==> config.mk <==
export PLATFORM = sky130hd
export DESIGN_NAME = gpg_div
export DESIGN_NICKNAME = d
export VERILOG_FILES = /design/src/rtl/gpg_pkg.sv /design/src/rtl/gpg_div.sv
export SDC_FILE = /design/constraint.sdc
export NUM_CORES = 2
export LEC_CHECK = 0
export BUFFER_PORTS_ARGS = -buffer_cell sky130_fd_sc_hd__buf_2
export CORE_MARGIN = 10
export CORE_UTILIZATION = 35
export CTS_BUF_LIST = sky130_fd_sc_hd__clkbuf_4
export CTS_CLUSTER_SIZE = 28
export DETAILED_ROUTE_END_ITERATION = 16
export GPL_ROUTABILITY_DRIVEN = 0
export GPL_TIMING_DRIVEN = 1
export HOLD_SLACK_MARGIN = 0.15
export SLEW_MARGIN = 10
export SYNTH_ARGS = -nofsm -noshare
export SYNTH_HDL_FRONTEND = slang
export SYNTH_SLANG_ARGS = --single-unit
==> constraint.sdc <==
create_clock -name clk -period 3.8 [get_ports clk]
set_clock_uncertainty 0.2 [all_clocks]
set_input_delay 0.57 -clock clk [delete_from_list [all_inputs] [get_ports clk]]
set_output_delay 0.57 -clock clk [all_outputs]
set_load 0.02 [all_outputs]
==> src/rtl/gpg_pkg.sv <==
`timescale 1ns / 1ps
package gpg_pkg;

    localparam int QB        = 28;
    localparam int QW        = QB + 1;
    localparam int NORM_W    = 64;
    localparam int X_W       = QB + 1;
    localparam int R_W       = 32;
    localparam int E_W       = 8;
    localparam int ELN_W     = 40;
    localparam int TL_W      = 36;
    localparam int TL_SPLIT  = 18;
    localparam int PROD_W    = 64;
    localparam int SQ_STEPS  = 32;
    localparam int VAR_W     = 32;
    localparam int MU_W      = 32;
    localparam int SIG_W     = 31;
    localparam int CFG_IDX_W = 8;

    localparam logic [CFG_IDX_W-1:0] REG_MEAN  = 8'd0;
    localparam logic [CFG_IDX_W-1:0] REG_SCALE = 8'd1;

    localparam logic signed [R_W-1:0] K_A   = 32'sd120038846;
    localparam logic signed [R_W-1:0] K_B   = 32'sd15185622;
    localparam logic signed [R_W-1:0] K_C   = 32'sd394588524;
    localparam logic signed [R_W-1:0] K_D   = 32'sd757310806;
    localparam logic signed [R_W-1:0] K_E   = 32'sd467559240;
    localparam logic signed [R_W-1:0] K_LN2 = 32'sd186065280;

endpackage

==> src/rtl/gpg_div.sv <==
`timescale 1ns / 1ps
module gpg_div
    import gpg_pkg::*;
#(
    parameter int NW = 32,
    parameter int SW = 1
)
(
    input  logic          clk,
    input  logic          rst_n,
    input  logic          en,
    input  logic          in_valid,
    input  logic [NW-1:0] num,
    input  logic [NW-1:0] den,
    input  logic [SW-1:0] in_side,
    output logic          out_valid,
    output logic [QW-1:0] quot,
    output logic [SW-1:0] out_side
);

    // one restoring step per stage; num <= den
    logic [QW-1:0] vld_reg;
    logic [NW:0]   rem_reg  [QW-1];
    logic [NW-1:0] den_reg  [QW-1];
    logic [QW-1:0] q_reg    [QW];
    logic [SW-1:0] side_reg [QW];

    genvar k;
    generate
        for (k = 0; k < QW; k++)
        begin : g_step
            logic          vi;
            logic [NW:0]   ri;
            logic [NW:0]   rs;
            logic [NW:0]   rn;
            logic [NW-1:0] di;
            logic [QW-1:0] qi;
            logic [SW-1:0] si;
            logic          ge;

            if (k == 0)
            begin : g_first
                assign vi = in_valid;
                assign ri = {1'b0, num};
                assign di = den;
                assign qi = '0;
                assign si = in_side;
                assign rs = ri;
            end
            else
            begin : g_next
                assign vi = vld_reg[k-1];
                assign ri = rem_reg[k-1];
                assign di = den_reg[k-1];
                assign qi = q_reg[k-1];
                assign si = side_reg[k-1];
                assign rs = {ri[NW-1:0], 1'b0};
            end

            assign ge = (rs >= {1'b0, di});
            assign rn = ge ? (rs - {1'b0, di}) : rs;

            always_ff @(posedge clk or negedge rst_n)
            begin
                if (!rst_n)
                begin
                    vld_reg[k] <= 1'b0;
                end
                else if (en)
                begin
                    vld_reg[k] <= vi;
                end
            end

            always_ff @(posedge clk)
            begin
                if (en)
                begin
                    q_reg[k]    <= {qi[QW-2:0], ge};
                    side_reg[k] <= si;
                end
            end

            if (k < QW - 1)
            begin : g_rem
                always_ff @(posedge clk)
                begin
                    if (en)
                    begin
                        rem_reg[k] <= rn;
                        den_reg[k] <= di;
                    end
                end
            end
        end
    endgenerate

    assign out_valid = vld_reg[QW-1];
    assign quot      = q_reg[QW-1];
    assign out_side  = side_reg[QW-1];

endmodule

# Word-level counts from Yosys, hierarchy flattened
# Memory sizes are Yosys's and may differ from the RTL's.
# Cells that the tools add are included.
[word_totals]
n_memories = 4
ram_bits = 2690
wordCells = 120
reg_bits = 29
[classes]
n_lt_le_gt_ge = 29
mux = 30
add_sub_neg = 28
[mem_list]
columns = ["name", "words", "width", "read_ports", "rd_clocked_by_memory_dff", "write_ports", "line", "rtl"]
rows = [
  ["rem_reg", 28, 33, 28, 0, 28, "gpg_div.sv:23", "logic [NW:0] rem_reg [QW-1];"],
  ["den_reg", 28, 32, 28, 0, 28, "gpg_div.sv:24", "logic [NW-1:0] den_reg [QW-1];"],
  ["q_reg", 29, 29, 29, 0, 29, "gpg_div.sv:25", "logic [QW-1:0] q_reg [QW];"],
  ["side_reg", 29, 1, 29, 0, 29, "gpg_div.sv:26", "logic [SW-1:0] side_reg [QW];"],
]
[ops]
columns = ["operator", "count"]
rows = [
  [">= comparator 33 x 32 -> 1 bit", 28],
  ["two-way mux 33 bit", 28],
  ["subtractor 33 x 32 -> 33 bit", 27],
  ["subtractor 32 x 32 -> 33 bit", 1],
  [">= comparator 32 bit", 1],
  ["two-way mux 1 bit", 2],
]

# Depth between registers and ports, before layout
# An unclocked memory read counts as a cell.
[depth]
ltp_word = 3
mapped_depth = 16
mapped_depth_nobuf = 14

# Worst setup path after synthesis
# No wires, ideal clock.
[synth_timing]
path_kind = "in2reg"
from = "in den[6]"
to = "mem rem_reg[0][10] in the netlist's numbering, data pin"
t_required_ns = 3.340
stages = 13
path_buffers = 1
path_slack_ns = 0.118
setup_time_ns = 0.260
t_arrival_ns = 3.222
cell_sequence = "inv_1 > ha_1 > nand3_1 > nor2_1 > o21a_1 > a211oi_1 > o31ai_1 > a21oi_1 > a21oi_1 > o221ai_1 > a21oi_2 > buf_4 > mux2_2"
[synth_rtl]
columns = ["element", "line", "rtl"]
rows = [
  ["start, declared", "gpg_div.sv:14", "input logic [NW-1:0] den,"],
  ["end, declared", "gpg_div.sv:23", ""],
]

==> results.cfg <==
[timing]
maxSlewViolCount = 0
worst_pin_slew_ns = 1.05
fin_ws_ns = -0.105
timing.fmax_ghz = 0.256
fin_crit_sh_pct = 103
grt_setup_unrepaired = yes
setup_viol = 80
min_period_ns = 3.90
final_hold_viol_count = 0
maxSlewHeadroom_pct = 30.1

[clock_network]
clock_latency_ns = 1.51
root_buffer = clkbuf_4
clkSlewWorstSetupHoldPaths_ns = 0.06
tritoncts = done
cts_sinks = 2285
htreeDepth = 6
clk_path_buf_depth = 4
cts_buffers = 634

[drt]
antenna_left = 0
wl_per_cell_um = 17.2
drc = 0
drt-total-wl_mm = 311
firstDrtPassIters = 5
drt_iter0_drc = 5628
routed_via_density = 4.99
vias = 90100

[place]
place_area_um2 = 139000
port_buffers = 99
dpl.hpwl_mm = 225

[die]
ios = 100
rows = 221
core_region_area_um2 = 362000
die-width_um = 623
design.die.area_um2 = 388000
start_util_pct = 35.1
die_y_um = 623

[power]
switchingPower_uw = 49500
ir_drop_uv = 363
seq_power_share_pct = 32.4
p_int_uw = 80900
p_comb_share_pct = 50.5
p_per_area_nw_per_um2 = 852
sw_frac_of_total_pct = 38.0
leakage_uw = 0.0633
p_clk_share_pct = 17.1

[worst_setup_path]
crit_type = in2reg
crit_fanout = 11
max_stage_delay_ns = 0.59
required_ns = 4.84
arrival_ns = 4.95
cp_cell_sequence = dlygate4sd3_1 -> buf_2 -> dlygate4sd3_1 -> ha_1 -> nand3_1 -> nor2_2 -> o21a_1 -> a211oi_1 -> buf_4 -> o31ai_4 -> a21oi_2 -> a21oi_2 -> o221ai_2 -> a21oi_4 -> buf_12 -> clkbuf_16 -> mux2_2 -> dlygate4sd3_1
startpoint_type = primary input
crit_path_frequent_cell = dlygate4sd3_1
cp_slowest_cell = dlygate4sd3_1
reg2reg_slack_ns = -0.08
crit_path_end_kind = flip-flop

[logic_synthesis]
syn_inst = 11200
synth_edf_count = 2256
ys_top_cells_by_area = edfxtp_1 53%, ha_1 9.1%, a21oi_1 3.7%, inv_1 3.3%, xnor2_1 3.1%
avgSynthCellArea_um2 = 11.3
synth_top_cell_area_share_pct = 53.2
synth_cell_types = 107
yosysWarnings = 0
syn_nets = 12300
async_reset_ff_share_pct = 1.27
synth-seq-area-share_pct = 53.8
synth_seq_cells = 2285
synthesis.area_um2 = 127000
synth.largest_area_cell = edfxtp_1
yosys_most_used_dff = edfxtp_1

[cells_and_area]
final_common_cell = edfxtp_1
fill_cells = 34400
final_cell_mix = 2256 x edfxtp_1, 1114 x inv_1, 892 x ha_1, 891 x a21oi_1, 889 x clkbuf_4
register_area_um2 = 68500
fin_nets = 13800
design_area_um2 = 153000
area_delta_synth_final_pct = 20.2
final_util_pct = 42.2
drive_above_1_share_pct = 20.5
multi_input_area_um2 = 55700

[global_route]
antenna_found_initial = 10
grt_pass1_vias = 89400
gr-total-overflow = 0
track_usage_pct = 15.1
grt_pass1_wl_mm = 480
grt_max_degree = 142

[worst_hold_path]
hold_path.class = reg2reg

[outcome]
violations = negative setup slack
outcome = complete, but fails checks

[job]
cap_violations = 0
[Yosys cell counts (16+ instances only)]
| cell type | number |
|---|---|
| nand2_1 | 809 |
| a211o_1 | 22 |
| mux2_4 | 52 |
| a41oi_1 | 16 |
| o21ai_1 | 31 |
| nor2b_1 | 144 |
| buf_2 | 36 |
| o21bai_1 | 110 |
| nand4_1 | 145 |
| inv_1 | 1126 |
| a31oi_1 | 84 |
| nand3_1 | 168 |
| xor2_1 | 305 |
| nor3_1 | 105 |
| a21o_1 | 429 |
| o211ai_1 | 48 |
| or3_1 | 40 |
| and3_1 | 67 |
| a211oi_1 | 62 |
| edfxtp_1 | 2256 |
| o21a_1 | 160 |
| ha_1 | 927 |
| mux2_2 | 280 |
| nor4_1 | 34 |
| a31o_2 | 18 |
| dfrtp_1 | 29 |
| or2_2 | 38 |
| xnor2_1 | 453 |
| clkbuf_1 | 192 |
| a21oi_1 | 952 |
| nor2_1 | 650 |
| a21boi_0 | 27 |
| buf_4 | 29 |
| and2_1 | 42 |
| o31a_1 | 36 |
| nand2b_1 | 142 |
| o21ai_0 | 778 |
| a221oi_1 | 17 |
| a2111oi_0 | 19 |
| o31ai_1 | 61 |
| fa_1 | 28 |
[power groups by stage]
stage | Clock [µW] | Sequential (µW) | Combinational, µW
final | 22300 | 42200 | 65800
after global routing | 24700 | 42800 | 72600
after CTS | 23400 | 42300 | 62100
after detailed placement | 0 | 42700 | 59600
after global placement | 0 | 42700 | 59100
after floorplan | 0 | 40000 | 43300
[stage by stage]
stage | setup TNS [ns] | hold WS [ns] | total power (µW) | worst slack, ns | cells
after global placement | -18.23 | 0.200 | 102000 | -0.525 | 16600
after detailed placement | -15.86 | 0.205 | 102000 | -0.541 | 16600
after CTS | -5.84 | 0.166 | 128000 | -0.165 | 18000
final | -3.50 | 0.188 | 130000 | -0.105 | 18100
after global routing | -22.72 | 0.173 | 140000 | -0.237 | 18000
after floorplan | 0 | 0.0744 | 83300 | 0.118 | 11200
[cell type report]
| type | count | share of cell area, % |
|---|---|---|
| Antenna cell | 16 | 0.0262 |
| Clock buffer | 889 | 4.36 |
| Clock inverter | 222 | 0.874 |
| Inverter | 1126 | 2.77 |
| Multi-Input combinational cell | 7551 | 36.4 |
| Sequential cell | 2285 | 44.8 |
| Tap cell | 4794 | 3.92 |
| Timing Repair Buffer | 1169 | 6.86 |
[metal layers]
| layer | vias up | GRT usage [%] | wire, µm |
|---|---|---|---|
| li1 | 44600 | - | - |
| met1 | 42700 | 17.8 | 129000 |
| met2 | 1999 | 27.2 | 157000 |
| met4 | 8 | 6.22 | 12100 |
| met3 | 695 | 2.43 | 13000 |
| met5 | - | 0 | 46 |
[worst max-delay path: cells and delay by family]
| family | cells | cell delay (ns) |
|---|---|---|
| mux | 1 | 0.34 |
| simple gates | 2 | 0.26 |
| buf+inv | 7 | 2.27 |
| compound gates | 7 | 1.15 |
| fa+ha+maj | 1 | 0.34 |
[final timing paths]
| check | startpoint | to | depth (start not counted) |
|---|---|---|---|
| hold reg to reg | q_reg[15][5]$_DFFE_PP_ | q_reg[16][6]$_DFFE_PP_ | 0 |
| setup / recovery | num[6] | rem_reg[0][5]$_DFFE_PP_ | 18 |
| min in group asynchronous | rst_n | g_step[18].vi$_DFFE_PN0P_ | 5 |
| hold / removal | q_reg[15][5]$_DFFE_PP_ | q_reg[16][6]$_DFFE_PP_ | 0 |
| max in group asynchronous | rst_n | g_step[14].vi$_DFFE_PN0P_ | 5 |
| setup reg to reg | rem_reg[0][99]$_SDFFCE_PN0P_ | rem_reg[0][161]$_DFFE_PP_ | 14 |
[repair_timing]
action | CTS | global route
pin swaps | 63 | 158
gates cloned | 13 | 20
endpoints found under the setup margin | 323 | 742
resized for setup | 130 | 475
hold buffers | 205 | 4
endpoints found under the hold margin | 2380 | 5
buffers inserted | 47 | 51
[cell families (layout without fill, tap and decap cells)]
logic type / count (synthesis) / in the layout / synth area share (%)
AOI/OAI and AO/OA: 3037 / 3037 / 14.8
xor gates and xnor gates: 758 / 758 / 5.22
adders and majority gates: 955 / 955 / 9.55
buffers and inverters: 1401 / 3406 / 4.32
DFF: 2285 / 2285 / 53.8
muxes: 349 / 349 / 3.23
other: 0 / 16 / 0
and+or+nand+nor: 2452 / 2452 / 9.03
(Power assumes the default switching activity.)
